===== src/rtl/att_pkg.sv =====
// shared types and constants of the allocation tracking table
// request, result, chain link and broadcast structs, codes and state type
// no dependencies
package att_pkg;

  localparam int SLOTS      = 64;
  localparam int SLOT_BITS  = 6;
  localparam int COUNT_BITS = 7;
  localparam int ADDR_BITS  = 32;
  localparam int SIZE_BITS  = 24;
  localparam int TOTAL_BITS = 32;
  localparam int CFG_BITS   = 32;

  // opcodes
  localparam logic OP_ALLOC = 1'b0;
  localparam logic OP_FREE  = 1'b1;

  // status codes
  localparam logic [1:0] ST_OK        = 2'd0;
  localparam logic [1:0] ST_LIMIT     = 2'd1;
  localparam logic [1:0] ST_BACKING   = 2'd2;
  localparam logic [1:0] ST_NOT_FOUND = 2'd3;

  // register indexes
  localparam logic CFG_BYTE_LIMIT  = 1'b0;
  localparam logic CFG_ENTRY_LIMIT = 1'b1;

  typedef struct packed {
    logic                 opcode;
    logic [SIZE_BITS-1:0] request_size;
    logic [ADDR_BITS-1:0] block_address;
  } att_req_t;

  typedef struct packed {
    logic [1:0]            status;
    logic [SLOT_BITS-1:0]  slot_index;
    logic [ADDR_BITS-1:0]  granted_address;
    logic [TOTAL_BITS-1:0] live_bytes;
    logic [COUNT_BITS-1:0] live_entries;
  } att_rsp_t;

  // token handed from cell to cell during a scan
  typedef struct packed {
    logic                 act;
    logic                 hit;
    logic [SLOT_BITS-1:0] idx;
    logic [SIZE_BITS-1:0] size;
  } att_link_t;

  // controls seen by every cell at once
  typedef struct packed {
    logic                 scan_alloc;
    logic                 alloc_wr;
    logic                 scan_free;
    logic [ADDR_BITS-1:0] addr;
    logic [SIZE_BITS-1:0] size;
    logic                 rel_en;
    logic [SLOT_BITS-1:0] rel_idx;
  } att_bcast_t;

  typedef enum logic [1:0] {
    S_IDLE,
    S_SCAN,
    S_FINISH
  } att_state_t;

endpackage


===== src/rtl/att_cell.sv =====
// one slot of the table: valid bit, address, size and a registered link stage
// depends on att_pkg
module att_cell #(
  parameter int IDX = 0
) (
  input  logic               clk,
  input  logic               rst_n,
  input  att_pkg::att_bcast_t bc,
  input  att_pkg::att_link_t  link_in,
  output att_pkg::att_link_t  link_out
);
  import att_pkg::*;

  localparam logic [SLOT_BITS-1:0] MY_IDX = SLOT_BITS'(IDX);

  logic                 valid_r, valid_nxt;
  logic [ADDR_BITS-1:0] addr_r;
  logic [SIZE_BITS-1:0] size_r;
  att_link_t            link_r, link_nxt;
  logic                 claim, match;

  // first free slot claims, every matching slot overwrites the token
  assign claim = link_in.act && bc.scan_alloc && !link_in.hit && !valid_r;
  assign match = link_in.act && bc.scan_free && valid_r && (addr_r == bc.addr);

  always_comb begin
    link_nxt = link_in;
    if (claim) begin
      link_nxt.hit = 1'b1;
      link_nxt.idx = MY_IDX;
    end else if (match) begin
      link_nxt.hit  = 1'b1;
      link_nxt.idx  = MY_IDX;
      link_nxt.size = size_r;
    end
  end

  // valid bit: set on a committed claim, cleared by release
  always_comb begin
    valid_nxt = valid_r;
    if (claim && bc.alloc_wr) begin
      valid_nxt = 1'b1;
    end else if (bc.rel_en && (bc.rel_idx == MY_IDX)) begin
      valid_nxt = 1'b0;
    end
  end

  // valid bit and link stage
  always_ff @(posedge clk) begin
    if (!rst_n) begin
      valid_r <= 1'b0;
      link_r  <= '0;
    end else begin
      valid_r <= valid_nxt;
      link_r  <= link_nxt;
    end
  end

  // slot contents
  always_ff @(posedge clk) begin
    if (claim && bc.alloc_wr) begin
      addr_r <= bc.addr;
      size_r <= bc.size;
    end
  end

  assign link_out = link_r;

endmodule


===== config.mk =====
export PLATFORM = sky130hd
export DESIGN_NAME = att_cell
export DESIGN_NICKNAME = d
export VERILOG_FILES = /design/src/rtl/att_pkg.sv /design/src/rtl/att_cell.sv
export SDC_FILE = /design/constraint.sdc
export NUM_CORES = 1
export LEC_CHECK = 0
export BUFFER_PORTS_ARGS = -buffer_cell sky130_fd_sc_hd__clkbuf_2
export CORE_MARGIN = 3
export CORE_UTILIZATION = 49
export CTS_CLUSTER_DIAMETER = 60
export DETAILED_ROUTE_END_ITERATION = 12
export PLACE_DENSITY = 0.8
export SYNTH_ARGS = -nofsm -noshare
export SYNTH_HDL_FRONTEND = slang
export SYNTH_SLANG_ARGS = --single-unit

===== constraint.sdc =====
create_clock -name clk -period 4.69 [get_ports clk]
set_clock_uncertainty 0.05 [all_clocks]
set_input_delay 0.469 -clock clk [delete_from_list [all_inputs] [get_ports clk]]
set_output_delay 0.469 -clock clk [all_outputs]
set_load 0.01 [all_outputs]

==> flow_metrics.env, run 1 <==
export IMPL_vdd_ir_drop_worst_mv=0.197
export IMPL_final_layout_size_suffix_gt1_share_pct=44.6
export IMPL_cts_root_to_sink_buffers=2
export IMPL_rrSetupSlack_ns=2.13
export IMPL_io_buffers=131
export IMPL_overflow=0
export IMPL_rsz0062_at_grt="false"
export IMPL_detailroute_via_count=2431
export IMPL_fmaxAchievable_ghz=0.391
export IMPL_synthDominantAreaCellType="sky130_fd_sc_hd__edfxtp_1"
export IMPL_report_power_total_w=0.00150
export IMPL_floorplan_rows=30
export IMPL_drcViolationCount=0
export IMPL_worstReg2RegEnd="link_out[8]$_SDFF_PN0_"
export IMPL_pwr_density_cell_nw_per_um2=341
export IMPL_final_layout_fill_cell_count=556
export IMPL_finalHoldViolations=0
export IMPL_die_span_y_um=90.3
export IMPL_worst_ep_required_time_ns=4.86
export IMPL_first_drt_pass_iteration_count=4
export IMPL_numCtsBuffers=9
export IMPL_synth_cells=243
export IMPL_synth_ff_type="sky130_fd_sc_hd__edfxtp_1"
export IMPL_first_global_vias=2490
export IMPL_pin_count_of_the_biggest_net_entering_global_routing=41
export IMPL_synth_edff_count=56
export IMPL_place_congestion=0.761
export IMPL_cts_hold_buffers_added=0
export IMPL_finalWorstPathRequiredPeriod_ns=2.56
export IMPL_cts_post_setup_buffers_inserted=0
export IMPL_worstPathCellList="xor2_1, nor4_1, nand4_2, o31ai_1, a21oi_1"
export IMPL_leakagePower_nw=1.73
export IMPL_critical_path_endpoint_type="flop"
export IMPL_clock_pin_slew_of_the_registers_on_the_worst_case_setup_and_hold_paths_ns=0.09
export IMPL_design_core_area_sq_um=6830
export IMPL_crit_path_start_kind="flop"
export IMPL_dp_hpwl_um=5300
export IMPL_area_growth_syn_to_layout_pct=25.7
export IMPL_grt_first_pass_wirelength_um=12000
export IMPL_ys_async_sr_fraction_pct=0
export IMPL_antenna_fix_cells=0
export IMPL_synth_yosys_warnings=0
export IMPL_relSlewSlack_pct=25.3
export IMPL_worst_skew_pair_late_latency_ns=0.35
export IMPL_resized_gates_after_cts=0
export IMPL_r2r_start="addr_r[18]$_DFFE_PP_"
export IMPL_fp_dieArea_sq_um=8160
export IMPL_drv_max_cap_violation_count=0
export IMPL_placement_setup_worst_slack_ns=1.95
export IMPL_final_hold_worst_slack_ns=0.237
export IMPL_synth_fp_nets=343
export IMPL_holdCritStartpoint="bc[28]"
export IMPL_routed_wl_um=7350
export IMPL_min_path_cells=1
export IMPL_worstPathArrival_ns=2.72
export IMPL_synth_unique_cells=29
export IMPL_post_syn_area_per_cell_sq_um=14.3
export IMPL_worstPathMaxFanout=24
export IMPL_layout_core_utilization_pct=64.1
export IMPL_route_antenna_remaining_nets=0
export IMPL_grt_total_usage_pct=18.8
export IMPL_detailedRoute_firstIterationViolations=98
export IMPL_fp_dieW_um=90.3
export IMPL_routedWlPerCell_um=15.5
export IMPL_final_critical_path_setup_slack_ns=2.13
export IMPL_timing_worst_slew_pin_value_ns=1.12
export IMPL_crit_path_max_incr_delay_ns=0.75
export IMPL_layout_worst_path_cycle_share_pct=54.6
export IMPL_final_nets=472
export IMPL_r2r_cells=5
export IMPL_seq_area_frac_synth_pct=67.2
export IMPL_cts_max_level=3
export IMPL_grt_busiest_layer="met2"
export IMPL_grtUsageMet3_pct=6.83
export IMPL_num_io_pins=132
export IMPL_initial_core_util_pct=51.0
export IMPL_avgViaCountPerCell=5.14
export IMPL_crit_path_kind="flop to flop"
export IMPL_sink_count_of_the_clock_tree=89
export IMPL_min_to="size_r[21]$_DFFE_PP_"
export IMPL_crit_slowest_cell="sky130_fd_sc_hd__nand4_2"
export IMPL_grt_met1_usage_pct=22.1
export IMPL_number_of_antenna_violations_at_the_first_check_in_global_routing=0
export IMPL_cts_tree="done"
export IMPL_critPathLaunch="addr_r[18]$_DFFE_PP_"
export IMPL_timing_setup_tns_ns=0
export IMPL_cts_root_buf="sky130_fd_sc_hd__clkbuf_8"
export IMPL_synth_cell_area_sq_um=3480
export IMPL_worstHoldPathType="input port to flop"
export IMPL_final_setup_violation_count=0
export IMPL_yosys_top_cell_area_share_pct=48.3
export IMPL_register_bit_count_reported_by_yosys=89
export IMPL_timing_final_max_slew_violations=0
export IMPL_use_met2_pct=31.7
export IMPL_netlist_top_cells_area="sky130_fd_sc_hd__edfxtp_1 48%, sky130_fd_sc_hd__dfxtp_1 19%, sky130_fd_sc_hd__xor2_1 6.3%, sky130_fd_sc_hd__nand4_1 4.5%, sky130_fd_sc_hd__o31ai_2 4.3%"
export IMPL_outcome="finished clean"
[placed cells by master, fill, tap and decap left out, types with 2 or more instances in the layout]
| cell type | synthesis | final |
|---|---|---|
| sky130_fd_sc_hd__o31ai_1 | 12 | 12 |
| sky130_fd_sc_hd__inv_4 | 0 | 2 |
| sky130_fd_sc_hd__xor2_1 | 25 | 25 |
| sky130_fd_sc_hd__edfxtp_1 | 56 | 56 |
| sky130_fd_sc_hd__clkbuf_8 | 0 | 9 |
| sky130_fd_sc_hd__o31ai_2 | 12 | 12 |
| sky130_fd_sc_hd__nor2_1 | 3 | 2 |
| sky130_fd_sc_hd__nand4_1 | 25 | 25 |
| sky130_fd_sc_hd__a21oi_1 | 25 | 25 |
| sky130_fd_sc_hd__inv_1 | 2 | 2 |
| sky130_fd_sc_hd__nand3_1 | 2 | 2 |
| sky130_fd_sc_hd__clkinv_2 | 0 | 2 |
| sky130_fd_sc_hd__dfxtp_1 | 33 | 33 |
| sky130_fd_sc_hd__buf_4 | 4 | 3 |
| sky130_fd_sc_hd__and4_1 | 7 | 7 |
| sky130_fd_sc_hd__nor4_2 | 2 | 2 |
| sky130_fd_sc_hd__clkbuf_2 | 0 | 131 |
| sky130_fd_sc_hd__nor4_1 | 4 | 4 |
| sky130_fd_sc_hd__xnor2_1 | 7 | 7 |
| sky130_fd_sc_hd__nand4b_1 | 2 | 2 |
[Yosys cell counts (2+ instances only)]
cell                       count
sky130_fd_sc_hd__nand4b_1      2
sky130_fd_sc_hd__nand4_1      25
sky130_fd_sc_hd__dfxtp_1      33
sky130_fd_sc_hd__xor2_1       25
sky130_fd_sc_hd__inv_1         2
sky130_fd_sc_hd__o31ai_1      12
sky130_fd_sc_hd__buf_6         4
sky130_fd_sc_hd__clkbuf_1      6
sky130_fd_sc_hd__buf_4         4
sky130_fd_sc_hd__xnor2_1       7
sky130_fd_sc_hd__a21oi_1      25
sky130_fd_sc_hd__nand3_1       2
sky130_fd_sc_hd__nor2_1        3
sky130_fd_sc_hd__edfxtp_1     56
sky130_fd_sc_hd__o31ai_2      12
sky130_fd_sc_hd__nor4_2        2
sky130_fd_sc_hd__and4_1        7
sky130_fd_sc_hd__buf_2         2
sky130_fd_sc_hd__nor4_1        4
[through the flow]
| stage | instance area [sq um] | cells |
|---|---|---|
| global placement | 4190 | 457 |
| CTS | 4380 | 473 |
| floorplan | 3480 | 243 |
| global route | 4380 | 473 |
| finish | 4380 | 473 |
| detailed placement | 4190 | 457 |
[sequential cells by signal, indices dropped and copies added, names as in the netlist]
| name | count |
|---|---|
| link_out | 32 |
| size_r | 24 |
| valid_r | 1 |
| addr_r | 32 |
[metal layers]
layer	routed length, um	part of all wire [%]
met5	0	0
met4	108	1.5
met3	549	7.5
met2	3690	50
met1	3000	41
[kinds of logic (layout without fill, tap and decap cells)]
kind of cell	count (synthesis)	after routing	share of synthesized area [%]
flip-flops	89	89	67.2
XOR/XNOR	32	32	8.04
buffers and inverters	19	153	3.41
AO/OA/AOI/OAI	50	50	10.7
AND/OR/NAND/NOR	53	53	10.7
[worst max path at each step]
stage                                    to  cells after the start
finish               link_out[8]$_SDFF_PN0_                      5
floorplan               addr_r[0]$_DFFE_PP_                      3
global placement    link_out[12]$_SDFF_PN0_                      6
global route         link_out[4]$_SDFF_PN0_                      5
CTS                  link_out[8]$_SDFF_PN0_                      5
detailed placement   link_out[8]$_SDFF_PN0_                      6
[power by group]
group	internal [W]	switching, W
Sequential	0.000856	0.00000691
Clock	0.000246	0.000267
Combinational	0.0000601	0.0000600
[layout make-up]
class / instances / area, sq um / area share, %
Inverter: 3 / 11.3 / 0.257
Tap cell: 96 / 120 / 2.74
Multi-Input combinational cell: 135 / 1040 / 23.7
Clock inverter: 7 / 68.8 / 1.57
Timing Repair Buffer: 134 / 678 / 15.5
Clock buffer: 9 / 124 / 2.83
Sequential cell: 89 / 2340 / 53.5
[critical path: cells and delay by family, from the launching register on]
kind | cells | cell delay (ns)
AOI/OAI and AO/OA | 2 | 0.63
xor gates and xnor gates | 1 | 0.15
DFF | 1 | 0.39
and+or+nand+nor | 2 | 1.19
(Power assumes the default switching activity.)
==> run 2, diff against run 1 <==
Settings changed: CORE_UTILIZATION 49 to 44, PLACE_DENSITY 0.8 to 0.76.
Clock period 4.69 ns to 2.1 ns, I/O delays scaled along.
==> run 2 against run 1 <==
Effect of this change: die area increased by 11%; clock power rose by 120%; critical path depth up 1; wire length rose by 11%; sequential power increased by 120%; setup slack lost 2.0 ns; total power rose by 130%; combinational power grew to 2.7 times the previous value; utilization fell by 0.45 points; via count rose by 7.8%; first-iteration DRC count grew 28%; critical endpoint is now link_out[7]$_SDFF_PN0_; largest cell class unchanged.
==> flow_metrics.env, run 2 (synthesized netlist as in run 1, its figures left out) <==
export IMPL_r2r_cells=6
export IMPL_route_antenna_remaining_nets=0
export IMPL_layout_cells_most_common_list="131 x sky130_fd_sc_hd__clkbuf_2, 56 x sky130_fd_sc_hd__edfxtp_1, 33 x sky130_fd_sc_hd__dfxtp_1, 26 x sky130_fd_sc_hd__dlygate4sd3_1"
export IMPL_worst_ep_required_time_ns=2.30
export IMPL_avgViaCountPerCell=5.16
export IMPL_routedWlPerCell_um=16.0
export IMPL_cts_root_buf="sky130_fd_sc_hd__clkbuf_8"
export IMPL_floorplan_rows=31
export IMPL_pwr_density_cell_nw_per_um2=713
export IMPL_r2r_start="addr_r[15]$_DFFE_PP_"
export IMPL_worstPathArrival_ns=2.14
export IMPL_detailroute_via_count=2620
export IMPL_cts_max_level=3
export IMPL_outcome="finished clean"
export IMPL_crit_slowest_cell="sky130_fd_sc_hd__edfxtp_1"
export IMPL_design_core_area_sq_um=7450
export IMPL_finalWorstPathRequiredPeriod_ns=1.94
export IMPL_crit_path_kind="flop to flop"
export IMPL_pin_count_of_the_biggest_net_entering_global_routing=58
export IMPL_grt_total_usage_pct=18.0
export IMPL_sink_count_of_the_clock_tree=89
export IMPL_worstHoldPathType="input port to flop"
export IMPL_drv_max_cap_violation_count=0
export IMPL_holdCritStartpoint="bc[34]"
export IMPL_worstPathCellList="xor2_1, nor4_2, and4_1, buf_4, nand4_1, a21oi_1"
export IMPL_fmaxAchievable_ghz=0.516
export IMPL_rrSetupSlack_ns=0.16
export IMPL_max_layer_used="met4"
export IMPL_placement_setup_worst_slack_ns=0.0912
export IMPL_final_critical_path_setup_slack_ns=0.162
export IMPL_final_nets=504
export IMPL_fp_dieArea_sq_um=9020
export IMPL_place_congestion=0.722
export IMPL_critPathLaunch="addr_r[15]$_DFFE_PP_"
export IMPL_worst_skew_pair_late_latency_ns=0.34
export IMPL_timing_setup_tns_ns=0
export IMPL_cts_tree="done"
export IMPL_timing_final_max_slew_violations=0
export IMPL_drcViolationCount=0
export IMPL_finalHoldViolations=0
export IMPL_number_of_antenna_violations_at_the_first_check_in_global_routing=0
export IMPL_design_area_sq_um=4740
export IMPL_antenna_fix_cells=0
export IMPL_worstPathMaxFanout=16
export IMPL_layout_worst_path_cycle_share_pct=92.3
export IMPL_io_buffers=131
export IMPL_fp_dieW_um=95.0
export IMPL_first_drt_pass_iteration_count=4
export IMPL_timing_worst_slew_pin_value_ns=0.706
export IMPL_crit_path_max_incr_delay_ns=0.40
export IMPL_cts_post_setup_buffers_inserted=0
export IMPL_rsz0062_at_grt="false"
export IMPL_dp_hpwl_um=5620
export IMPL_clock_pin_slew_of_the_registers_on_the_worst_case_setup_and_hold_paths_ns=0.09
export IMPL_grt_first_pass_wirelength_um=12200
export IMPL_overflow=0
export IMPL_post_dp_cell_area_sq_um=4250
export IMPL_final_layout_size_suffix_gt1_share_pct=44.0
export IMPL_cts_root_to_sink_buffers=2
export IMPL_crit_path_start_kind="flop"
export IMPL_die_span_y_um=95.0
export IMPL_routed_wl_um=8140
export IMPL_min_path_cells=1
export IMPL_final_setup_violation_count=0
export IMPL_critical_path_endpoint_type="flop"
export IMPL_first_global_vias=2519
export IMPL_relSlewSlack_pct=52.6
export IMPL_numCtsBuffers=9
export IMPL_m1WireLength_um=3380
export IMPL_initial_core_util_pct=46.8
export IMPL_num_io_pins=132
export IMPL_layout_commonest_cell="sky130_fd_sc_hd__clkbuf_2"
export IMPL_route_met2_wl_um=4100
export IMPL_leakagePower_nw=1.88
export IMPL_detailedRoute_firstIterationViolations=125
export IMPL_area_growth_syn_to_layout_pct=36.1
export IMPL_vdd_ir_drop_worst_mv=0.426
export IMPL_route_met3_wl_um=590
==> run 2: cell types whose count changed in the layout (fill, tap and decap cells not counted), moves of 2 or more <==
cell,previous run,this run
sky130_fd_sc_hd__nor4_2,2,6
sky130_fd_sc_hd__inv_4,2,0
sky130_fd_sc_hd__o31ai_1,12,10
sky130_fd_sc_hd__nor4_1,4,0
sky130_fd_sc_hd__o31ai_2,12,14
sky130_fd_sc_hd__dlygate4sd3_1,0,26
sky130_fd_sc_hd__buf_4,3,8
==> run 2: metal layers <==
layer  track usage, %  vias up
met4             5.77        0
met1             22.6     1232
met3             3.98        9
met2             30.9      111
li1                 -     1268
met5                0        -
==> run 2: worst max-delay path, delay by kind of cell (launching register included) <==
| family | cells | cell delay [ns] |
|---|---|---|
| xor gates and xnor gates | 1 | 0.16 |
| and+or+nand+nor | 3 | 0.82 |
| AOI/OAI and AO/OA | 1 | 0.17 |
| DFF | 1 | 0.40 |
| buffers and inverters | 1 | 0.25 |
==> run 2: per-stage QoR <==
stage | hold slack (ns) | power, W | util [%] | instances
floorplan | 0.259 | 0.00208 | - | 243
global placement | 0.339 | 0.00224 | 57.1 | 466
detailed placement | 0.339 | 0.00225 | 57.1 | 466
CTS | 0.000865 | 0.00341 | 63.1 | 507
global route | 0.00369 | 0.00352 | 63.7 | 508
finish | 0.0177 | 0.00338 | 63.7 | 508
==> run 2: path summary, 6_finish.rpt <==
kind	end
max	link_out[7]$_SDFF_PN0_
min	addr_r[3]$_DFFE_PP_
max reg2reg	link_out[7]$_SDFF_PN0_
min reg2reg	link_out[10]$_SDFF_PN0_
==> run 2: area by class of cell <==
cell class | instances | area, sq um
fillers | 611 | 2700
flip-flops and latches | 89 | 2340
multi-input cells | 135 | 1070
repair buffers | 166 | 996
clock buffers | 11 | 163
well taps | 99 | 124
clock inverters | 5 | 35.0
inverters | 3 | 11.3
==> run 2: power breakdown <==
group	leakage (nW)	internal, W	total [W]	switching (W)
clock	0.101	0.000537	0.00113	0.000595
combinational	0.998	0.000169	0.000321	0.000152
sequential	0.783	0.00191	0.00193	0.0000168
==> run 2: what timing repair did <==
item	CTS	global route
hold endpoints to repair	25	1
resized for setup	0	6
setup endpoints to repair	0	18
hold buffers	25	1
==> run 3, diff against run 2 <==
Settings changed: CORE_UTILIZATION 44 to 49, PLACE_DENSITY 0.76 to 0.87.
Clock period 2.1 ns to 1.8 ns, I/O delays scaled along.
==> run 3 against run 2 <==
Effect of this change: the run now ends with negative setup slack left; sequential share of layout area down 7.0 points; die area down 9.6%; cell count up 9.4%; highest routed layer unchanged.
==> flow_metrics.env, run 3 (synthesized netlist as in run 1, its figures left out) <==
export IMPL_outcome="complete, but fails checks"
export IMPL_violations="negative setup slack"
export IMPL_number_of_antenna_violations_at_the_first_check_in_global_routing=1
export IMPL_first_global_vias=3107
export IMPL_final_hold_worst_slack_ns=0.0145
export IMPL_cts_root_to_sink_buffers=2
export IMPL_crit_slowest_cell="sky130_fd_sc_hd__edfxtp_1"
export IMPL_avgViaCountPerCell=5.36
export IMPL_dp_hpwl_um=5830
export IMPL_report_power_total_w=0.00413
export IMPL_r2r_start="addr_r[16]$_DFFE_PP_"
export IMPL_crit_path_start_kind="flop"
export IMPL_fmaxAchievable_ghz=0.497
export IMPL_drcViolationCount=0
export IMPL_fp_dieW_um=90.3
export IMPL_worstHoldPathType="input port to flop"
export IMPL_final_nets=554
export IMPL_final_critical_path_setup_slack_ns=-0.214
export IMPL_crit_path_max_incr_delay_ns=0.41
export IMPL_io_buffers=131
export IMPL_floorplan_rows=30
export IMPL_clock_pin_slew_of_the_registers_on_the_worst_case_setup_and_hold_paths_ns=0.09
export IMPL_timing_final_max_slew_violations=0
export IMPL_critical_path_endpoint_type="flop"
export IMPL_place_congestion=0.765
export IMPL_crit_path_kind="flop to flop"
export IMPL_routedWlPerCell_um=19.6
export IMPL_sink_count_of_the_clock_tree=89
export IMPL_cts_tree="done"
export IMPL_rsz0062_at_grt="true"
export IMPL_relSlewSlack_pct=62.2
export IMPL_fp_dieArea_sq_um=8160
export IMPL_final_layout_size_suffix_gt1_share_pct=44.2
export IMPL_worst_skew_pair_late_latency_ns=0.35
export IMPL_timing_worst_slew_pin_value_ns=0.567
export IMPL_first_drt_pass_iteration_count=4
export IMPL_final_setup_violation_count=30
export IMPL_worstPathArrival_ns=2.19
export IMPL_overflow=0
export IMPL_initial_core_util_pct=51.0
export IMPL_critPathLaunch="addr_r[16]$_DFFE_PP_"
export IMPL_crit_path_end="link_out[3]$_SDFF_PN0_"
export IMPL_vdd_ir_drop_worst_mv=0.585
export IMPL_worstPathCellList="xor2_1, nor4_4, nand4b_1, buf_6, clkbuf_16, o31ai_4, a21oi_1"
export IMPL_design_core_area_sq_um=6830
export IMPL_layout_worst_path_cycle_share_pct=112
export IMPL_numCtsBuffers=9
export IMPL_pin_count_of_the_biggest_net_entering_global_routing=42
export IMPL_detailroute_via_count=2979
export IMPL_finalWorstPathRequiredPeriod_ns=2.01
export IMPL_grt_first_pass_wirelength_um=15200
export IMPL_pwr_density_cell_nw_per_um2=748
export IMPL_finalHoldViolations=0
export IMPL_route_antenna_remaining_nets=0
export IMPL_rrSetupSlack_ns=-0.21
export IMPL_detailedRoute_firstIterationViolations=94
export IMPL_num_io_pins=132
export IMPL_drv_max_cap_violation_count=0
export IMPL_layout_core_utilization_pct=80.9
export IMPL_leakagePower_nw=2.20
export IMPL_die_span_y_um=90.3
export IMPL_final_layout_fill_cell_count=394
export IMPL_layout_cells_most_common_list="129 x sky130_fd_sc_hd__clkbuf_2, 63 x sky130_fd_sc_hd__dlygate4sd3_1, 56 x sky130_fd_sc_hd__edfxtp_1, 33 x sky130_fd_sc_hd__dfxtp_1"
export IMPL_worstReg2RegEnd="link_out[3]$_SDFF_PN0_"
export IMPL_routed_wl_um=10900
export IMPL_area_growth_syn_to_layout_pct=58.7
export IMPL_worstPathMaxFanout=6
export IMPL_grt_total_usage_pct=24.2
export IMPL_cts_root_buf="sky130_fd_sc_hd__clkbuf_8"
export IMPL_r2r_cells=7
export IMPL_worst_ep_required_time_ns=1.98
export IMPL_cts_max_level=3
export IMPL_layout_commonest_cell="sky130_fd_sc_hd__clkbuf_2"
-- run 3: cell count changes in the layout (fill, tap and decap cells not counted), sizes merged --
cell,delta
dlygate4sd3,+37
buf,+10
clkinv,-2
bufinv,+1
clkbuf,+1
clkinvlp,+1
diode,+1
dlymetal6s4s,+1
inv,+1
-- run 3: through the flow --
stage	std cells	setup TNS [ns]	worst slack, ns	instance area (sq um)
floorplan	243	-10.19	-0.181	3490
global placement	468	-1.68	-0.101	4310
detailed placement	468	-4.45	-0.189	4310
CTS	548	-0.359	-0.0337	5190
global route	556	-5.33	-0.274	5530
finish	556	-3.81	-0.214	5530
-- run 3: repair_timing --
action | CTS | global route
cloned | 0 | 6
endpoints found under the hold margin | 64 | 0
resized for setup | 12 | 29
pin swaps | 8 | 22
buffers inserted | 0 | 3
hold buffers | 64 | 0
setup endpoints to repair | 31 | 31
-- run 3: area by class of cell --
| type | count | area (sq um) | area share [%] |
|---|---|---|---|
| clock buffers | 10 | 128 | 2.31 |
| inverters | 3 | 11.3 | 0.204 |
| clock inverters | 6 | 66.3 | 1.20 |
| multi-input cells | 135 | 1260 | 22.8 |
| diodes | 1 | 2.50 | 0.0453 |
| flip-flops and latches | 89 | 2340 | 42.4 |
| repair buffers | 216 | 1600 | 28.9 |
| well taps | 96 | 120 | 2.17 |
-- run 3: metal layers --
metal	vias to the layer above	routed length [um]	part of all wire (%)	track usage (%)
li1	1368	-	-	-
met1	1432	4060	37	27.1
met2	140	5740	53	41.8
met3	39	620	5.7	5.92
met4	0	473	4.3	14.3
met5	-	0	0	0
-- run 3: worst min-delay path by stage --
stage                start                      end  slack [ns]  cells after the start
6_report       link_in[21]  link_out[21]$_SDFF_PN0_        0.01                      3
2_1_floorplan       bc[31]      addr_r[0]$_DFFE_PP_        0.23                      0
4_1_cts        link_in[23]  link_out[23]$_SDFF_PN0_      0.0009                      3
3_3_place_gp        bc[11]      size_r[4]$_DFFE_PP_        0.31                      1
3_5_place_dp        bc[15]      size_r[8]$_DFFE_PP_        0.31                      1
5_1_grt        link_in[18]  link_out[18]$_SDFF_PN0_       0.003                      3
-- run 3: critical path, delay by kind of cell (launching register included) --
| kind | cells | cell delay, ns |
|---|---|---|
| xor gates and xnor gates | 1 | 0.21 |
| and+or+nand+nor | 2 | 0.55 |
| AOI/OAI and AO/OA | 2 | 0.31 |
| DFF | 1 | 0.41 |
| buffers and inverters | 2 | 0.35 |
-- run 3: power breakdown --
part / switching, W / internal (W)
sequential: 0.0000213 / 0.00223
clock: 0.000740 / 0.000647
combinational: 0.000226 / 0.000269
