**src/rtl/att_pkg.sv**
```systemverilog
// shared types and constants of the allocation tracking table
// request, result, chain link and broadcast structs, codes and state type
// no dependencies
package att_pkg;

  localparam int SLOTS      = 64;
  localparam int SLOT_BITS  = 6;
  localparam int COUNT_BITS = 7;
  localparam int ADDR_BITS  = 32;
  localparam int SIZE_BITS  = 24;
  localparam int TOTAL_BITS = 32;
  localparam int CFG_BITS   = 32;

  // opcodes
  localparam logic OP_ALLOC = 1'b0;
  localparam logic OP_FREE  = 1'b1;

  // status codes
  localparam logic [1:0] ST_OK        = 2'd0;
  localparam logic [1:0] ST_LIMIT     = 2'd1;
  localparam logic [1:0] ST_BACKING   = 2'd2;
  localparam logic [1:0] ST_NOT_FOUND = 2'd3;

  // register indexes
  localparam logic CFG_BYTE_LIMIT  = 1'b0;
  localparam logic CFG_ENTRY_LIMIT = 1'b1;

  typedef struct packed {
    logic                 opcode;
    logic [SIZE_BITS-1:0] request_size;
    logic [ADDR_BITS-1:0] block_address;
  } att_req_t;

  typedef struct packed {
    logic [1:0]            status;
    logic [SLOT_BITS-1:0]  slot_index;
    logic [ADDR_BITS-1:0]  granted_address;
    logic [TOTAL_BITS-1:0] live_bytes;
    logic [COUNT_BITS-1:0] live_entries;
  } att_rsp_t;

  // token handed from cell to cell during a scan
  typedef struct packed {
    logic                 act;
    logic                 hit;
    logic [SLOT_BITS-1:0] idx;
    logic [SIZE_BITS-1:0] size;
  } att_link_t;

  // controls seen by every cell at once
  typedef struct packed {
    logic                 scan_alloc;
    logic                 alloc_wr;
    logic                 scan_free;
    logic [ADDR_BITS-1:0] addr;
    logic [SIZE_BITS-1:0] size;
    logic                 rel_en;
    logic [SLOT_BITS-1:0] rel_idx;
  } att_bcast_t;

  typedef enum logic [1:0] {
    S_IDLE,
    S_SCAN,
    S_FINISH
  } att_state_t;

endpackage

```
**src/rtl/att_ctrl.sv**
```systemverilog
// sequencer: request capture, limit checks, live totals, result register
// and configuration registers; depends on att_pkg
module att_ctrl (
  input  logic                          clk,
  input  logic                          rst_n,
  input  logic                          in_valid,
  output logic                          in_stall,
  input  att_pkg::att_req_t             in_data,
  output logic                          out_valid,
  input  logic                          out_stall,
  output att_pkg::att_rsp_t             out_data,
  input  logic                          cfg_valid,
  output logic                          cfg_ready,
  input  logic                          cfg_index,
  input  logic [att_pkg::CFG_BITS-1:0]  cfg_data,
  output att_pkg::att_link_t            head,
  input  att_pkg::att_link_t            tail,
  output att_pkg::att_bcast_t           bc
);
  import att_pkg::*;

  att_state_t            state_r, state_nxt;
  att_req_t              req_r;
  att_link_t             tail_r;
  logic                  start_r;
  logic [COUNT_BITS-1:0] live_count_r;
  logic [TOTAL_BITS-1:0] live_total_r;
  logic [TOTAL_BITS-1:0] byte_limit_r;
  logic [COUNT_BITS-1:0] entry_limit_r;
  logic                  out_valid_r, out_valid_nxt;
  att_rsp_t              out_data_r, res;
  logic                  in_accept, fin_fire, out_free, limits_ok, addr_nz;
  logic [TOTAL_BITS:0]   byte_sum;

  assign in_accept = in_valid && !in_stall;
  assign out_free  = !out_valid_r || !out_stall;
  assign cfg_ready = 1'b1;
  assign addr_nz   = (req_r.block_address != '0);

  // limit checks on the unwrapped byte sum
  assign byte_sum  = {1'b0, live_total_r} + (TOTAL_BITS+1)'(req_r.request_size);
  assign limits_ok = (live_count_r < entry_limit_r) && (byte_sum < {1'b0, byte_limit_r});

  // state register
  always_ff @(posedge clk) begin
    if (!rst_n) begin
      state_r <= S_IDLE;
    end else begin
      state_r <= state_nxt;
    end
  end

  // next state and handshake
  always_comb begin
    state_nxt = state_r;
    in_stall  = 1'b1;
    fin_fire  = 1'b0;
    unique case (state_r)
      S_IDLE: begin
        in_stall = 1'b0;
        if (in_valid) state_nxt = S_SCAN;
      end
      S_SCAN: begin
        if (tail.act) state_nxt = S_FINISH;
      end
      S_FINISH: begin
        if (out_free) begin
          fin_fire  = 1'b1;
          state_nxt = S_IDLE;
        end
      end
      default: state_nxt = S_IDLE;
    endcase
  end

  // token launch and broadcast controls
  always_comb begin
    head          = '0;
    head.act      = start_r;
    bc.scan_alloc = (state_r == S_SCAN) && (req_r.opcode == OP_ALLOC);
    bc.alloc_wr   = bc.scan_alloc && limits_ok && addr_nz;
    bc.scan_free  = (state_r == S_SCAN) && (req_r.opcode == OP_FREE) && addr_nz;
    bc.addr       = req_r.block_address;
    bc.size       = req_r.request_size;
    bc.rel_en     = fin_fire && (req_r.opcode == OP_FREE) && tail_r.hit;
    bc.rel_idx    = tail_r.idx;
  end

  // result of the finished scan
  always_comb begin
    res                 = '0;
    res.live_bytes      = live_total_r;
    res.live_entries    = live_count_r;
    if (req_r.opcode == OP_ALLOC) begin
      if (!limits_ok || !tail_r.hit) begin
        res.status = ST_LIMIT;
      end else if (!addr_nz) begin
        res.status = ST_BACKING;
      end else begin
        res.status          = ST_OK;
        res.slot_index      = tail_r.idx;
        res.granted_address = req_r.block_address;
        res.live_bytes      = live_total_r + TOTAL_BITS'(req_r.request_size);
        res.live_entries    = live_count_r + COUNT_BITS'(1);
      end
    end else begin
      if (tail_r.hit) begin
        res.status       = ST_OK;
        res.slot_index   = tail_r.idx;
        res.live_bytes   = live_total_r - TOTAL_BITS'(tail_r.size);
        res.live_entries = live_count_r - COUNT_BITS'(1);
      end else begin
        res.status = ST_NOT_FOUND;
      end
    end
  end

  assign out_valid_nxt = fin_fire ? 1'b1 : (out_valid_r && out_stall);

  // control registers, totals and configuration
  always_ff @(posedge clk) begin
    if (!rst_n) begin
      start_r       <= 1'b0;
      out_valid_r   <= 1'b0;
      live_count_r  <= '0;
      live_total_r  <= '0;
      byte_limit_r  <= '1;
      entry_limit_r <= COUNT_BITS'(SLOTS);
    end else begin
      start_r     <= in_accept;
      out_valid_r <= out_valid_nxt;
      if (fin_fire) begin
        live_count_r <= res.live_entries;
        live_total_r <= res.live_bytes;
      end
      if (cfg_valid && cfg_ready) begin
        if (cfg_index == CFG_BYTE_LIMIT) begin
          byte_limit_r <= cfg_data[TOTAL_BITS-1:0];
        end else if (cfg_index == CFG_ENTRY_LIMIT) begin
          entry_limit_r <= cfg_data[COUNT_BITS-1:0];
        end
      end
    end
  end

  // payload registers
  always_ff @(posedge clk) begin
    if (in_accept) req_r <= in_data;
    if ((state_r == S_SCAN) && tail.act) tail_r <= tail;
    if (fin_fire) out_data_r <= res;
  end

  assign out_valid = out_valid_r;
  assign out_data  = out_data_r;

`ifndef ASSERT_OFF
  a_tail_in_scan: assert property (@(posedge clk) disable iff (!rst_n)
    tail.act |-> (state_r == S_SCAN))
    else $error("scan token left the chain outside a scan");
  a_accept_scan: assert property (@(posedge clk) disable iff (!rst_n)
    in_accept |=> (state_r == S_SCAN) && start_r)
    else $error("accepted request did not launch a scan");
  a_count_bound: assert property (@(posedge clk) disable iff (!rst_n)
    live_count_r <= COUNT_BITS'(SLOTS))
    else $error("live count above table size");
  a_count_change: assert property (@(posedge clk) disable iff (!rst_n)
    (live_count_r != $past(live_count_r)) |-> $past(fin_fire))
    else $error("live count changed without a finished transfer");
`endif

endmodule

```
**config.mk**
```make
export PLATFORM = sky130hd
export DESIGN_NAME = att_ctrl
export DESIGN_NICKNAME = d
export VERILOG_FILES = /design/src/rtl/att_pkg.sv /design/src/rtl/att_ctrl.sv
export SDC_FILE = /design/constraint.sdc
export NUM_CORES = 1
export LEC_CHECK = 0
export BUFFER_PORTS_ARGS = -buffer_cell sky130_fd_sc_hd__buf_4
export CAP_MARGIN = 10
export CORE_MARGIN = 5
export CORE_UTILIZATION = 50
export CTS_BUF_LIST = sky130_fd_sc_hd__clkbuf_8
export DETAILED_ROUTE_END_ITERATION = 10
export PLACE_DENSITY = 0.79
export SLEW_MARGIN = 20
export SYNTH_ARGS = -nofsm -noshare
export SYNTH_HDL_FRONTEND = slang
export SYNTH_SLANG_ARGS = --single-unit
```
**constraint.sdc**
```tcl
create_clock -name clk -period 7.2 [get_ports clk]
set_input_delay 0.36 -clock clk [delete_from_list [all_inputs] [get_ports clk]]
set_output_delay 0.36 -clock clk [all_outputs]
set_load 0.05 [all_outputs]
```
==> results of run 1 <==
metal layers:
layer / track usage, % / wire, um / up-vias
met5: 0 / 0 / -
met4: 10.2 / 1570 / 0
met3: 5.83 / 3420 / 107
met2: 40.4 / 19200 / 549
met1: 30.6 / 15600 / 5325
li1: - / - / 5305
registers in the layout (all words and copies together), names as in the netlist, 2 cells and up:
register / count
tail_r: 25
state_r: 2
byte_limit_r: 32
entry_limit_r: 7
live_count_r: 7
bc: 62
live_total_r: 32
out_data: 79
cell usage in the layout, fill, tap and decap left out, types with 5 or more instances in the layout:
cell type,count
sky130_fd_sc_hd__or3_1,14
sky130_fd_sc_hd__nand2b_1,14
sky130_fd_sc_hd__a21o_1,18
sky130_fd_sc_hd__inv_1,106
sky130_fd_sc_hd__o21ba_2,5
sky130_fd_sc_hd__edfxtp_1,167
sky130_fd_sc_hd__xor2_1,27
sky130_fd_sc_hd__dlygate4sd3_1,89
sky130_fd_sc_hd__a211o_1,6
sky130_fd_sc_hd__o2111ai_1,5
sky130_fd_sc_hd__dfxtp_1,82
sky130_fd_sc_hd__ha_1,87
sky130_fd_sc_hd__o21ai_0,60
sky130_fd_sc_hd__nor3_1,11
sky130_fd_sc_hd__conb_1,32
sky130_fd_sc_hd__and3_1,11
sky130_fd_sc_hd__a211oi_1,12
sky130_fd_sc_hd__nor4_1,12
sky130_fd_sc_hd__mux2i_1,12
sky130_fd_sc_hd__nor2_1,72
sky130_fd_sc_hd__clkbuf_8,48
sky130_fd_sc_hd__xnor2_1,32
sky130_fd_sc_hd__nand2_1,117
sky130_fd_sc_hd__o21a_1,13
sky130_fd_sc_hd__o21bai_1,7
sky130_fd_sc_hd__a2111oi_0,6
sky130_fd_sc_hd__and2_1,42
sky130_fd_sc_hd__buf_4,282
sky130_fd_sc_hd__a31oi_1,14
sky130_fd_sc_hd__a22oi_1,5
sky130_fd_sc_hd__nand4_1,13
sky130_fd_sc_hd__a221o_1,10
sky130_fd_sc_hd__o211ai_1,36
sky130_fd_sc_hd__nor2b_1,9
sky130_fd_sc_hd__nand3_1,28
sky130_fd_sc_hd__a21oi_1,79
final timing paths:
check / startpoint / to / slack, ns
setup / recovery: bc[7]$_DFFE_PP_ / bc[64] / 0.82
hold / removal: cfg_data[13] / byte_limit_r[13]$_SDFFE_PN1P_ / 0.02
setup reg to reg: bc[7]$_DFFE_PP_ / live_total_r[4]$_SDFFE_PN0P_ / 1.25
hold reg to reg: entry_limit_r[4]$_SDFFE_PN0P_ / entry_limit_r[4]$_SDFFE_PN0P_ / 0.46
cell type report:
cell class              count  area (um^2)
clock buffers              48          661
clock inverters            32          174
fillers                  2065         9810
inverters                  88          333
multi-input cells         878         5880
flip-flops and latches    249         6660
well taps                 341          427
repair buffers            371         3010
stage by stage:
step	hold WS (ns)	setup WS (ns)	std cells	total power, mW
floorplan	0.431	1.85	1369	2.10
global placement	0.445	1.62	1838	2.25
detailed placement	0.454	1.34	1838	2.26
CTS	0.00359	0.887	2007	3.54
global route	0.00603	0.487	2007	3.68
finish	0.0237	0.820	2007	3.55
what timing repair did:
| action | in CTS | in global routing |
|---|---|---|
| hold buffers | 89 | 0 |
| endpoints found under the hold margin | 89 | 0 |
| resized for setup | 0 | 0 |
| endpoints found under the setup margin | 0 | 0 |
power groups by stage:
stage / clock network, mW / registers, mW / logic, mW
2_1_floorplan: 0 / 1.68 / 0.418
3_3_place_gp: 0 / 1.67 / 0.581
3_5_place_dp: 0 / 1.67 / 0.592
4_1_cts: 1.27 / 1.64 / 0.634
5_1_grt: 1.35 / 1.64 / 0.685
6_report: 1.27 / 1.64 / 0.642
kinds of logic (layout without fill, tap and decap cells):
kind of cell | after synthesis | count (layout) | share of synthesized area [%]
buf+inv | 242 | 539 | 9.39
xor+xnor | 59 | 59 | 3.78
compound gates | 324 | 324 | 16.1
simple gates | 362 | 362 | 12.9
fa+ha+maj | 89 | 89 | 8.25
other cells | 2 | 32 | 0.0549
flops | 249 | 249 | 48.7
mux | 12 | 12 | 0.878
critical path, cell delays in order (launching register included):
cell and delay (ns):
sky130_fd_sc_hd__edfxtp_1 0.36, sky130_fd_sc_hd__ha_1 0.22, sky130_fd_sc_hd__fa_1 0.25, sky130_fd_sc_hd__a211oi_1 0.11, sky130_fd_sc_hd__o211a_1 0.30, sky130_fd_sc_hd__or4b_1 0.57
sky130_fd_sc_hd__a21o_1 0.24, sky130_fd_sc_hd__and2_1 0.22, sky130_fd_sc_hd__nor2_1 0.12, sky130_fd_sc_hd__xor2_1 0.26, sky130_fd_sc_hd__ha_1 0.29, sky130_fd_sc_hd__o21ai_0 0.08
sky130_fd_sc_hd__nor2_1 0.06, sky130_fd_sc_hd__a2111oi_0 0.45, sky130_fd_sc_hd__nand4_1 0.20, sky130_fd_sc_hd__a221oi_2 0.58, sky130_fd_sc_hd__nand3_1 0.37, sky130_fd_sc_hd__nor3_1 0.49
sky130_fd_sc_hd__buf_4 0.29
==> impl_table.tex, run 1 <==
\begin{tabular}{lr}
\hline
Metric & Value \\
\hline
\multicolumn{2}{l}{\textbf{Worst setup path}} \\
Worst Path Arrival & roughly 6 ns \\
Worst Setup Path Type & reg -> out \\
Critical Path RT & between 6 and 7 ns \\
Cell count of the worst reg-to-reg path & 20 \\
Kind of end point of the critical path & primary output \\
Type of origin of the critical path & register \\
Largest driver fanout on the critical path & 7 \\
\multicolumn{2}{l}{\textbf{Clock network}} \\
Register clock-pin slew on the reported worst setup and hold paths & about 0.060 ns \\
Clock tree from TritonCTS & built \\
Number of buffers created by CTS & 43 \\
Root Buffer & sky130\_fd\_sc\_hd\_\_clkbuf\_8 \\
Post CTS Setup Buffer Count & 0 \\
Clock latency on the worst-skew pair & around 0.57 ns \\
Max Root-Sink Buffers & 3 \\
Level count of the clock H-tree & 2 \\
Clock sink count & approximately 250 \\
\multicolumn{2}{l}{\textbf{Timing}} \\
FMAX & 157 MHz \\
Unrepaired setup endpoints after global routing & false \\
Final sum of negative setup slack & 0 ns \\
Fin Clk Skew & between 0.02 and 0.03 ns \\
Relative slew slack & between 20\% and 30\% \\
Period utilization & approximately 89\% \\
Count of endpoints failing hold in the final timing report & 0 \\
Max-slew violations & 0 \\
Final count of negative-setup-slack endpoints & 0 \\
Crit path time final & 6.38 ns \\
Pin slew with the least headroom to its limit & roughly 1.1 ns \\
\multicolumn{2}{l}{\textbf{Synth}} \\
Commonest register cell after synthesis & sky130\_fd\_sc\_hd\_\_edfxtp\_1 \\
Area leader, netlist & sky130\_fd\_sc\_hd\_\_edfxtp\_1 \\
Ranking of synthesized cells by instance count & sky130\_fd\_sc\_hd\_\_edfxtp\_1 (167), sky130\_fd\_sc\_hd\_\_nand2\_1 (117), sky130\_fd\_sc\_hd\_\_buf\_4 (95), sky130\_fd\_sc\_hd\_\_inv\_1 (88), sky130\_fd\_sc\_hd\_\_ha\_1 (87) \\
Synth area leaders & sky130\_fd\_sc\_hd\_\_edfxtp\_1 (37\%), sky130\_fd\_sc\_hd\_\_dfxtp\_1 (12\%), sky130\_fd\_sc\_hd\_\_ha\_1 (8.0\%), sky130\_fd\_sc\_hd\_\_buf\_4 (5.2\%), sky130\_fd\_sc\_hd\_\_nand2\_1 (3.2\%) \\
Post-synthesis instance area & $\sim$14000 um\^{}2 \\
Share of flip-flops with an asynchronous set or reset & 0\% \\
Avg Cell Area, Syn & 10.2 um\^{}2 \\
Area share of the largest cell type after synthesis & a little over a third \\
Dominant cell by count in the synthesized netlist & sky130\_fd\_sc\_hd\_\_edfxtp\_1 \\
Register area share after synthesis & between 40\% and 50\% \\
Total of warnings raised by yosys & 0 \\
Number of enable-type register cells in the synthesized netlist & between 150 and 200 \\
Post-synth cell types & between 70 and 80 \\
Register bit total from synthesis & $\sim$250 \\
Cell count after synthesis & approximately 1300 \\
\multicolumn{2}{l}{\textbf{Floorplan}} \\
Top-level I/O count & between 300 and 400 \\
Core area & 27000 um\^{}2 \\
Placement Rows & 60 \\
Floorplan die area & $\sim$31000 um\^{}2 \\
Starting Density & about half \\
Die Height & between 150 and 200 um \\
Chip Width & 175 um \\
\multicolumn{2}{l}{\textbf{Power and ir drop}} \\
Worst IR Drop VDD & around 140 uV \\
Sequential power share & between 40 and 50\% \\
Proportion of power drawn by the clock network & $\sim$36\% \\
Reported net switching power & around 1.1 mW \\
Internal & between 2 and 2.5 mW \\
Leakage power total & roughly 7.5 nW \\
Combinational fraction of design power & between 10\% and 20\% \\
Net switching fraction of the power & about 30\% \\
PD cells & between 200 and 250 nW/um\^{}2 \\
\multicolumn{2}{l}{\textbf{Place}} \\
Total half-perimeter wirelength after legalization and detailed placement & 28.2 mm \\
Input/output buffers & roughly 270 \\
Placed cell areas & between 15000 and 20000 um\^{}2 \\
Placer congestion estimate & a little over 0.9 \\
\multicolumn{2}{l}{\textbf{Cells and area}} \\
Synthesis-to-layout area growth & 25.3\% \\
Post-route core utilization & a little under two thirds \\
Total number of nets in the final design & approximately 1800 \\
Area of all placed cells without fillers & approximately 17000 um\^{}2 \\
Fraction of layout instances using a drive strength above 1 & between 20\% and 30\% \\
Ant. Diodes & 0 \\
\multicolumn{2}{l}{\textbf{Detailed routing}} \\
Number of DRC violations after detailed-routing iteration 0 & approximately 1000 \\
Detail Route Antenna Nets & 0 \\
DR DRC count & 0 \\
Post-DR vias/cell & 5.62 \\
Sum of routed wire length over all layers & $\sim$40 mm \\
Vias after detailed routing & $\sim$11000 \\
Total iterations of the first detailed-routing run & 6 \\
Routed length per instance & 19.8 um \\
\multicolumn{2}{l}{\textbf{Run status}} \\
Outcome & finished, final reports clean \\
\multicolumn{2}{l}{\textbf{Global route}} \\
Maximum number of pins on one net before global-route repair & between 70 and 80 \\
Antenna violations before repair & 0 \\
Overall routing resource usage & $\sim$24\% \\
Number of global-route vias before repair & approximately 11000 \\
Global-route wire length before repair & $\sim$59 mm \\
Overflow left after global routing & 0 \\
\multicolumn{2}{l}{\textbf{Run}} \\
Max Cap Viol & 0 \\
\multicolumn{2}{l}{\textbf{Worst hold path}} \\
Hold Crit Depth & 3 \\
Type of the worst min-delay path & in -> reg \\
\hline
\end{tabular}
Power figures use the tool's default switching activity.
==> run 2: changes to the inputs <==
CORE_ASPECT_RATIO = 0.75   (was default)
CORE_UTILIZATION = 38   (was 50)
HOLD_SLACK_MARGIN = 0.15   (was default)
PLACE_DENSITY = 0.63   (was 0.79)
==> run 2 against run 1 <==
Against the previous run:
- flip-flop and latch count did not move
- power increased by 1.6%
- clock-buffer cell count shrank 4
- critical path depth shrank 1
- clock skew grew 0.013 ns
- die area up 30%
- sequential share of layout area down 1.3 points
- highest routed layer is now met5
==> impl_table.tex, run 2 (synthesized netlist as in run 1, its figures left out) <==
\begin{tabular}{lr}
\hline
Metric & Value \\
\hline
\multicolumn{2}{l}{\textbf{Global route}} \\
Number of global-route vias before repair & 11100 (+1.5\%) \\
Overflow left after global routing & 0 (unchanged) \\
Overall routing resource usage & 20.3\% (-4.0 points) \\
Maximum number of pins on one net before global-route repair & 78 (-1.3\%) \\
Global-route wire length before repair & 64.5 mm (+8.8\%) \\
Antenna violations before repair & 2 (+2) \\
\multicolumn{2}{l}{\textbf{Place}} \\
Total half-perimeter wirelength after legalization and detailed placement & 30.4 mm (+8.0\%) \\
Input/output buffers & 274 (unchanged) \\
Placer congestion estimate & 0.892 (-3.6\%) \\
Placed Instances & 1968 (+7.1\%) \\
\multicolumn{2}{l}{\textbf{Worst setup path}} \\
CP max stage cell & sky130\_fd\_sc\_hd\_\_or4b\_1 \\
Cell count of the worst reg-to-reg path & 18 (-10\%) \\
Capture point of the worst reg-to-reg path & live\_total\_r[3]\$\_SDFFE\_PN0P\_ \\
Critical Path RT & 6.84 ns (about the same) \\
Kind of end point of the critical path & primary output \\
Reg-to-reg critical path startpoint & live\_total\_r[0]\$\_SDFFE\_PN0P\_ \\
Worst Path Arrival & 6.00 ns (-0.02 ns) \\
Largest driver fanout on the critical path & 7 (unchanged) \\
Type of origin of the critical path & register \\
Register-to-Register Setup Slack & 1.17 ns (-0.08 ns) \\
Critical Path Max Stage Delay & 0.60 ns (+0.02 ns) \\
Worst Setup Path Type & reg -> out \\
Series of cell instances along the critical path & ha\_1 -> fa\_1 -> a211oi\_1 -> o211a\_1 -> or4b\_1 -> a21o\_1 -> a21oi\_1 -> xor2\_1 -> ha\_1 -> a211oi\_1 -> nor2\_1 -> a2111oi\_0 -> nand4\_1 -> a221oi\_2 -> nand3\_1 -> nor3\_1 -> buf\_4 \\
\multicolumn{2}{l}{\textbf{Floorplan}} \\
Top-level I/O count & 307 (unchanged) \\
Chip Width & 229 um (+31\%) \\
Starting Density & 38.3\% (-12 points) \\
Die Height & 174 um (-0.62\%) \\
Placement Rows & 60 (unchanged) \\
Floorplan die area & 39900 um\^{}2 (+30\%) \\
Core area & 35700 um\^{}2 (+33\%) \\
\multicolumn{2}{l}{\textbf{Timing}} \\
FMAX & 157 MHz (+0.37\%) \\
Fin Clk Skew & 0.0410 ns (+0.0132 ns) \\
Worst hold slack across all endpoints & 0.348 ns (+0.325 ns) \\
Max-slew violations & 0 (unchanged) \\
Period utilization & 88.3\% (-0.33 points) \\
Pin slew with the least headroom to its limit & 1.15 ns (+0.0827 ns) \\
Relative slew slack & 21.1\% (-7.3 points) \\
Final count of negative-setup-slack endpoints & 0 (unchanged) \\
Final sum of negative setup slack & 0 ns (unchanged) \\
Unrepaired setup endpoints after global routing & false \\
Crit path time final & 6.36 ns (-0.0238 ns) \\
Count of endpoints failing hold in the final timing report & 0 (unchanged) \\
\multicolumn{2}{l}{\textbf{Clock network}} \\
Max Root-Sink Buffers & 3 (unchanged) \\
Post CTS Setup Buffer Count & 0 (unchanged) \\
Clock sink count & 249 (unchanged) \\
Level count of the clock H-tree & 2 (unchanged) \\
Clock tree from TritonCTS & built \\
CTS Hold Buffers Added & 126 (+42\%) \\
Register clock-pin slew on the reported worst setup and hold paths & 0.06 ns (about the same) \\
Number of buffers created by CTS & 44 (+2.3\%) \\
Clock latency on the worst-skew pair & 0.59 ns (+0.02 ns) \\
Post-cts resize count & 0 (unchanged) \\
Root Buffer & sky130\_fd\_sc\_hd\_\_clkbuf\_8 \\
\multicolumn{2}{l}{\textbf{Detailed routing}} \\
Total iterations of the first detailed-routing run & 5 (-1) \\
Vias after detailed routing & 11300 (-0.19\%) \\
Sum of routed wire length over all layers & 42.2 mm (+6.1\%) \\
Sum of routed wire segments on met1 & 19.3 mm (+24\%) \\
Number of DRC violations after detailed-routing iteration 0 & 864 (-17\%) \\
Routed length per instance & 19.4 um (-2.1\%) \\
Sum of met2 wire segment lengths after detailed routing & 18.5 mm (-3.7\%) \\
Top Metal Used & met5 \\
Length of routed met3 wiring & 3.37 mm (-1.6\%) \\
Detail Route Antenna Nets & 0 (unchanged) \\
Post-DR vias/cell & 5.18 (-7.9\%) \\
DR DRC count & 0 (unchanged) \\
\multicolumn{2}{l}{\textbf{Power and ir drop}} \\
Worst IR Drop VDD & 165 uV (+19\%) \\
Total power consumption of the routed design & 3.60 mW (+1.6\%) \\
PD cells & 203 nW/um\^{}2 (-1.8\%) \\
Leakage power total & 7.69 nW (+2.4\%) \\
\multicolumn{2}{l}{\textbf{Cells and area}} \\
Fraction of layout instances using a drive strength above 1 & 21.3\% (-0.37 points) \\
Synthesis-to-layout area growth & 29.7\% \\
Final standard cell count with taps included and fillers excluded & 2175 (+8.4\%) \\
Post-route core utilization & 49.6\% (-14 points) \\
Number of flip-flops in the largest register & 79 (unchanged) \\
Total number of nets in the final design & 1891 (+2.4\%) \\
Most common cell after layout, fill and taps aside & sky130\_fd\_sc\_hd\_\_buf\_4 \\
Leading cell types in the layout, fill and taps excluded & sky130\_fd\_sc\_hd\_\_buf\_4 (287), sky130\_fd\_sc\_hd\_\_edfxtp\_1 (167), sky130\_fd\_sc\_hd\_\_dlygate4sd3\_1 (126) \\
\multicolumn{2}{l}{\textbf{Worst hold path}} \\
Type of the worst min-delay path & in -> reg \\
Hold Crit Depth & 3 (unchanged) \\
Hold EP & tail\_r[7]\$\_DFFE\_PP\_ \\
Critical hold path startpoint & tail[31] \\
\multicolumn{2}{l}{\textbf{Run status}} \\
Outcome & finished, final reports clean \\
\multicolumn{2}{l}{\textbf{Run}} \\
Max Cap Viol & 0 (unchanged) \\
\hline
\end{tabular}
==> run 2: cell types whose count changed in the layout (fill, tap and decap cells not counted) <==
cell                            delta
sky130_fd_sc_hd__buf_16            +1
sky130_fd_sc_hd__dlygate4sd3_1    +37
sky130_fd_sc_hd__clkbuf_8          -4
sky130_fd_sc_hd__inv_8             -1
sky130_fd_sc_hd__bufinv_16         +2
sky130_fd_sc_hd__diode_2           +1
sky130_fd_sc_hd__inv_6             +1
sky130_fd_sc_hd__clkinv_1          +5
sky130_fd_sc_hd__buf_4             +5
sky130_fd_sc_hd__inv_1             -2
sky130_fd_sc_hd__clkinvlp_4        -1
==> run 2: final cells by class <==
| class | instances | area [um^2] |
|---|---|---|
| fillers | 3322 | 18000 |
| flip-flops and latches | 249 | 6660 |
| multi-input cells | 878 | 5880 |
| repair buffers | 414 | 3440 |
| clock buffers | 44 | 606 |
| well taps | 465 | 582 |
| inverters | 88 | 333 |
| clock inverters | 36 | 235 |
| diodes | 1 | 2.50 |
==> run 2: through the flow <==
step                cell area (um^2)  setup slack [ns]
floorplan                      13800              1.85
global placement               15600              1.40
detailed placement             15600              1.25
CTS                            17700             0.868
global route                   17700             0.405
finish                         17700             0.844
==> run 2: layer usage <==
layer	global-route usage, %	up-vias
met5	0	-
met4	5.43	2
met3	5.14	74
met2	30.6	396
met1	29.2	5403
li1	-	5389
==> run 2: worst max path at each step <==
stage,start,to,slack (ns),cells after the start
after floorplan,bc[7]$_DFFE_PP_,bc[64],1.85,17
after global placement,bc[7]$_DFFE_PP_,out_data[29]$_DFFE_PP_,1.40,19
after detailed placement,live_total_r[0]$_SDFFE_PN0P_,out_data[29]$_DFFE_PP_,1.25,19
after CTS,live_total_r[0]$_SDFFE_PN0P_,bc[64],0.87,18
after global routing,live_total_r[0]$_SDFFE_PN0P_,bc[64],0.40,18
final,live_total_r[0]$_SDFFE_PN0P_,bc[64],0.84,17
==> run 2: power breakdown <==
group	switching [mW]	internal [mW]	leakage [nW]
Clock	0.614	0.682	0.490
Sequential	0.0383	1.60	2.23
Combinational	0.422	0.250	4.98
==> run 2: worst max-delay path: cells and delay by family, from the launching register on <==
family,cells,cell delay (ns)
buffers and inverters,1,0.25
adder cells (fa/ha/maj),3,0.78
flip-flops,1,0.36
AND/OR/NAND/NOR,5,1.70
AO/OA/AOI/OAI,7,2.08
XOR/XNOR,1,0.25
==> run 3: changes to the inputs <==
CORE_MARGIN = 4   (was 5)
clock period = 6.4 ns   (was 7.2 ns; I/O delays follow)
==> run 3 against run 2 <==
Against the previous run:
- power increased by 15%
- setup slack worse by 0.33 ns
- non-clock buffer count increased by 27
- worst hold slack lost 0.17 ns
- sequential power rose by 12%
- die area fell by 2.0%
==> impl_table.tex, run 3 (synthesized netlist as in run 1, its figures left out) <==
\begin{tabular}{lr}
\hline
Metric & Value \\
\hline
\multicolumn{2}{l}{\textbf{Timing}} \\
Final sum of negative setup slack & 0 ns (unchanged) \\
Relative slew slack & 30.9\% (+9.7 points) \\
Crit path time final & 5.89 ns \\
Max-slew violations & 0 (unchanged) \\
Period utilization & between 90 and 100\% \\
Unrepaired setup endpoints after global routing & false \\
Fin Clk Skew & 0.0506 ns (+0.00965 ns) \\
Worst setup slack after layout & 0.512 ns (-0.332 ns) \\
Final count of negative-setup-slack endpoints & 0 (unchanged) \\
Worst hold slack across all endpoints & 0.177 ns (-0.171 ns) \\
Count of endpoints failing hold in the final timing report & 0 (unchanged) \\
FMAX & about 170 MHz \\
Pin slew with the least headroom to its limit & 1.04 ns (-0.116 ns) \\
\multicolumn{2}{l}{\textbf{Worst hold path}} \\
Type of the worst min-delay path & in -> reg \\
\multicolumn{2}{l}{\textbf{Clock network}} \\
Number of buffers created by CTS & 42 (-4.5\%) \\
Clock tree from TritonCTS & built \\
Root Buffer & sky130\_fd\_sc\_hd\_\_clkbuf\_8 \\
Level count of the clock H-tree & 2 (unchanged) \\
Clock latency on the worst-skew pair & 0.60 ns (about the same) \\
Register clock-pin slew on the reported worst setup and hold paths & 0.07 ns (about the same) \\
Clock sink count & 249 (unchanged) \\
Max Root-Sink Buffers & 3 (unchanged) \\
\multicolumn{2}{l}{\textbf{Detailed routing}} \\
Number of DRC violations after detailed-routing iteration 0 & 988 (+14\%) \\
Routed length per instance & 19.4 um (+0.19\%) \\
Total iterations of the first detailed-routing run & 5 (unchanged) \\
Detail Route Antenna Nets & 0 (unchanged) \\
DR DRC count & 0 (unchanged) \\
Vias after detailed routing & 11300 (-0.080\%) \\
Sum of routed wire length over all layers & 42.6 mm (+0.88\%) \\
Post-DR vias/cell & 5.14 (-0.76\%) \\
\multicolumn{2}{l}{\textbf{Cells and area}} \\
Area of all placed cells without fillers & 18000 um\^{}2 (+1.7\%) \\
Post-route core utilization & 51.5\% (+1.8 points) \\
Ant. Diodes & 0 (-1) \\
Total number of nets in the final design & 1916 (+1.3\%) \\
Synthesis-to-layout area growth & 31.9\% \\
Most common cell after layout, fill and taps aside & sky130\_fd\_sc\_hd\_\_buf\_4 \\
Leading cell types in the layout, fill and taps excluded & sky130\_fd\_sc\_hd\_\_buf\_4 (287), sky130\_fd\_sc\_hd\_\_edfxtp\_1 (167), sky130\_fd\_sc\_hd\_\_dlygate4sd3\_1 (153) \\
Number of flip-flops in the largest register & 79 (unchanged) \\
Fraction of layout instances using a drive strength above 1 & 21.3\% (about the same) \\
\multicolumn{2}{l}{\textbf{Worst setup path}} \\
Worst Setup Path Type & reg -> out \\
Worst Path Arrival & 5.57 ns (-0.43 ns) \\
Series of cell instances along the critical path & ha\_1 -> fa\_1 -> a211oi\_1 -> o211a\_1 -> or4b\_1 -> a21o\_1 -> and2\_1 -> nor2\_1 -> xor2\_1 -> ha\_1 -> o21ai\_0 -> nor2\_1 -> a2111oi\_0 -> nand4\_1 -> a221oi\_4 -> nand3\_2 -> nor3\_1 -> buf\_4 \\
CP max stage cell & sky130\_fd\_sc\_hd\_\_or4b\_1 \\
Critical Path RT & 6.08 ns (-0.76 ns) \\
Kind of end point of the critical path & primary output \\
Critical Path Max Stage Delay & 0.59 ns (about the same) \\
Type of origin of the critical path & register \\
Largest driver fanout on the critical path & 7 (unchanged) \\
\multicolumn{2}{l}{\textbf{Power and ir drop}} \\
PD cells & 229 nW/um\^{}2 (+13\%) \\
Worst IR Drop VDD & 181 uV (+9.6\%) \\
Leakage power total & 7.76 nW (+0.88\%) \\
\multicolumn{2}{l}{\textbf{Place}} \\
Total half-perimeter wirelength after legalization and detailed placement & 30.6 mm (+0.64\%) \\
Placed cell areas & 15600 um\^{}2 (-0.12\%) \\
Worst Setup Slack post-DPL & 0.484 ns (-0.769 ns) \\
Placer congestion estimate & 0.953 (+6.8\%) \\
Input/output buffers & 274 (unchanged) \\
\multicolumn{2}{l}{\textbf{Floorplan}} \\
Chip Width & 227 um (-0.87\%) \\
Starting Density & 39.0\% (+0.73 points) \\
Die Height & 172 um (-1.1\%) \\
Placement Rows & 59 (-1.7\%) \\
Core area & 35100 um\^{}2 (-1.9\%) \\
Floorplan die area & 39100 um\^{}2 (-2.0\%) \\
Top-level I/O count & 307 (unchanged) \\
\multicolumn{2}{l}{\textbf{Global route}} \\
Overflow left after global routing & 0 (unchanged) \\
Global-route wire length before repair & 64.4 mm (-0.12\%) \\
Overall routing resource usage & 21.1\% (+0.83 points) \\
Number of global-route vias before repair & 11200 (+0.70\%) \\
Antenna violations before repair & 0 (-2) \\
Maximum number of pins on one net before global-route repair & 80 (+2.6\%) \\
\multicolumn{2}{l}{\textbf{Run}} \\
Max Cap Viol & 0 (unchanged) \\
\multicolumn{2}{l}{\textbf{Run status}} \\
Outcome & finished, final reports clean \\
\hline
\end{tabular}
[run 3: final cells by class]
| type | instances | area, um^2 |
|---|---|---|
| fillers | 3145 | 17000 |
| flip-flops and latches | 249 | 6660 |
| multi-input cells | 878 | 5900 |
| repair buffers | 441 | 3710 |
| clock buffers | 45 | 619 |
| well taps | 457 | 572 |
| inverters | 88 | 333 |
| clock inverters | 32 | 245 |
[run 3: final timing paths]
| path | slack (ns) | startpoint | cells past startpoint | end |
|---|---|---|---|---|
| max | 0.51 | live_total_r[0]$_SDFFE_PN0P_ | 18 | bc[64] |
| min | 0.18 | rst_n | 2 | byte_limit_r[24]$_SDFFE_PN1P_ |
| max reg2reg | 0.63 | live_total_r[0]$_SDFFE_PN0P_ | 19 | out_data[33]$_DFFE_PP_ |
| min reg2reg | 0.46 | entry_limit_r[1]$_SDFFE_PN0P_ | 2 | entry_limit_r[1]$_SDFFE_PN0P_ |
[run 3: per-stage QoR]
stage,std cells,power [mW]
detailed placement,1960,2.56
floorplan,1369,2.36
global route,2190,4.31
finish,2190,4.13
global placement,1959,2.55
CTS,2190,4.16
[run 3: routing by layer]
layer | routed length, um | up-vias | global-route usage [%]
li1 | - | 5443 | -
met1 | 19600 | 5350 | 30.6
met2 | 18600 | 391 | 31.4
met3 | 3290 | 71 | 5.52
met4 | 1070 | 0 | 5.92
met5 | 0 | - | 0
[run 3: worst max-delay path: cells and delay by family, from the launching register on]
| family | cells | cell delay, ns |
|---|---|---|
| AO/OA/AOI/OAI | 6 | 1.65 |
| flip-flops | 1 | 0.36 |
| XOR/XNOR | 1 | 0.24 |
| AND/OR/NAND/NOR | 7 | 1.74 |
| adder cells (fa/ha/maj) | 3 | 0.77 |
| buffers and inverters | 1 | 0.23 |
[run 3: where the power goes]
group          leakage, nW  total (mW)  switching (mW)  internal [mW]
clock                0.489        1.51           0.696          0.817
sequential            2.23        1.84          0.0417           1.80
combinational         5.04       0.780           0.485          0.295
[run 3: what timing repair did]
| action | in CTS | in global routing |
|---|---|---|
| hold buffers | 153 | 0 |
| setup endpoints to repair | 0 | 4 |
| buffers inserted | 0 | 0 |
| resized for setup | 0 | 3 |
| hold endpoints to repair | 131 | 0 |
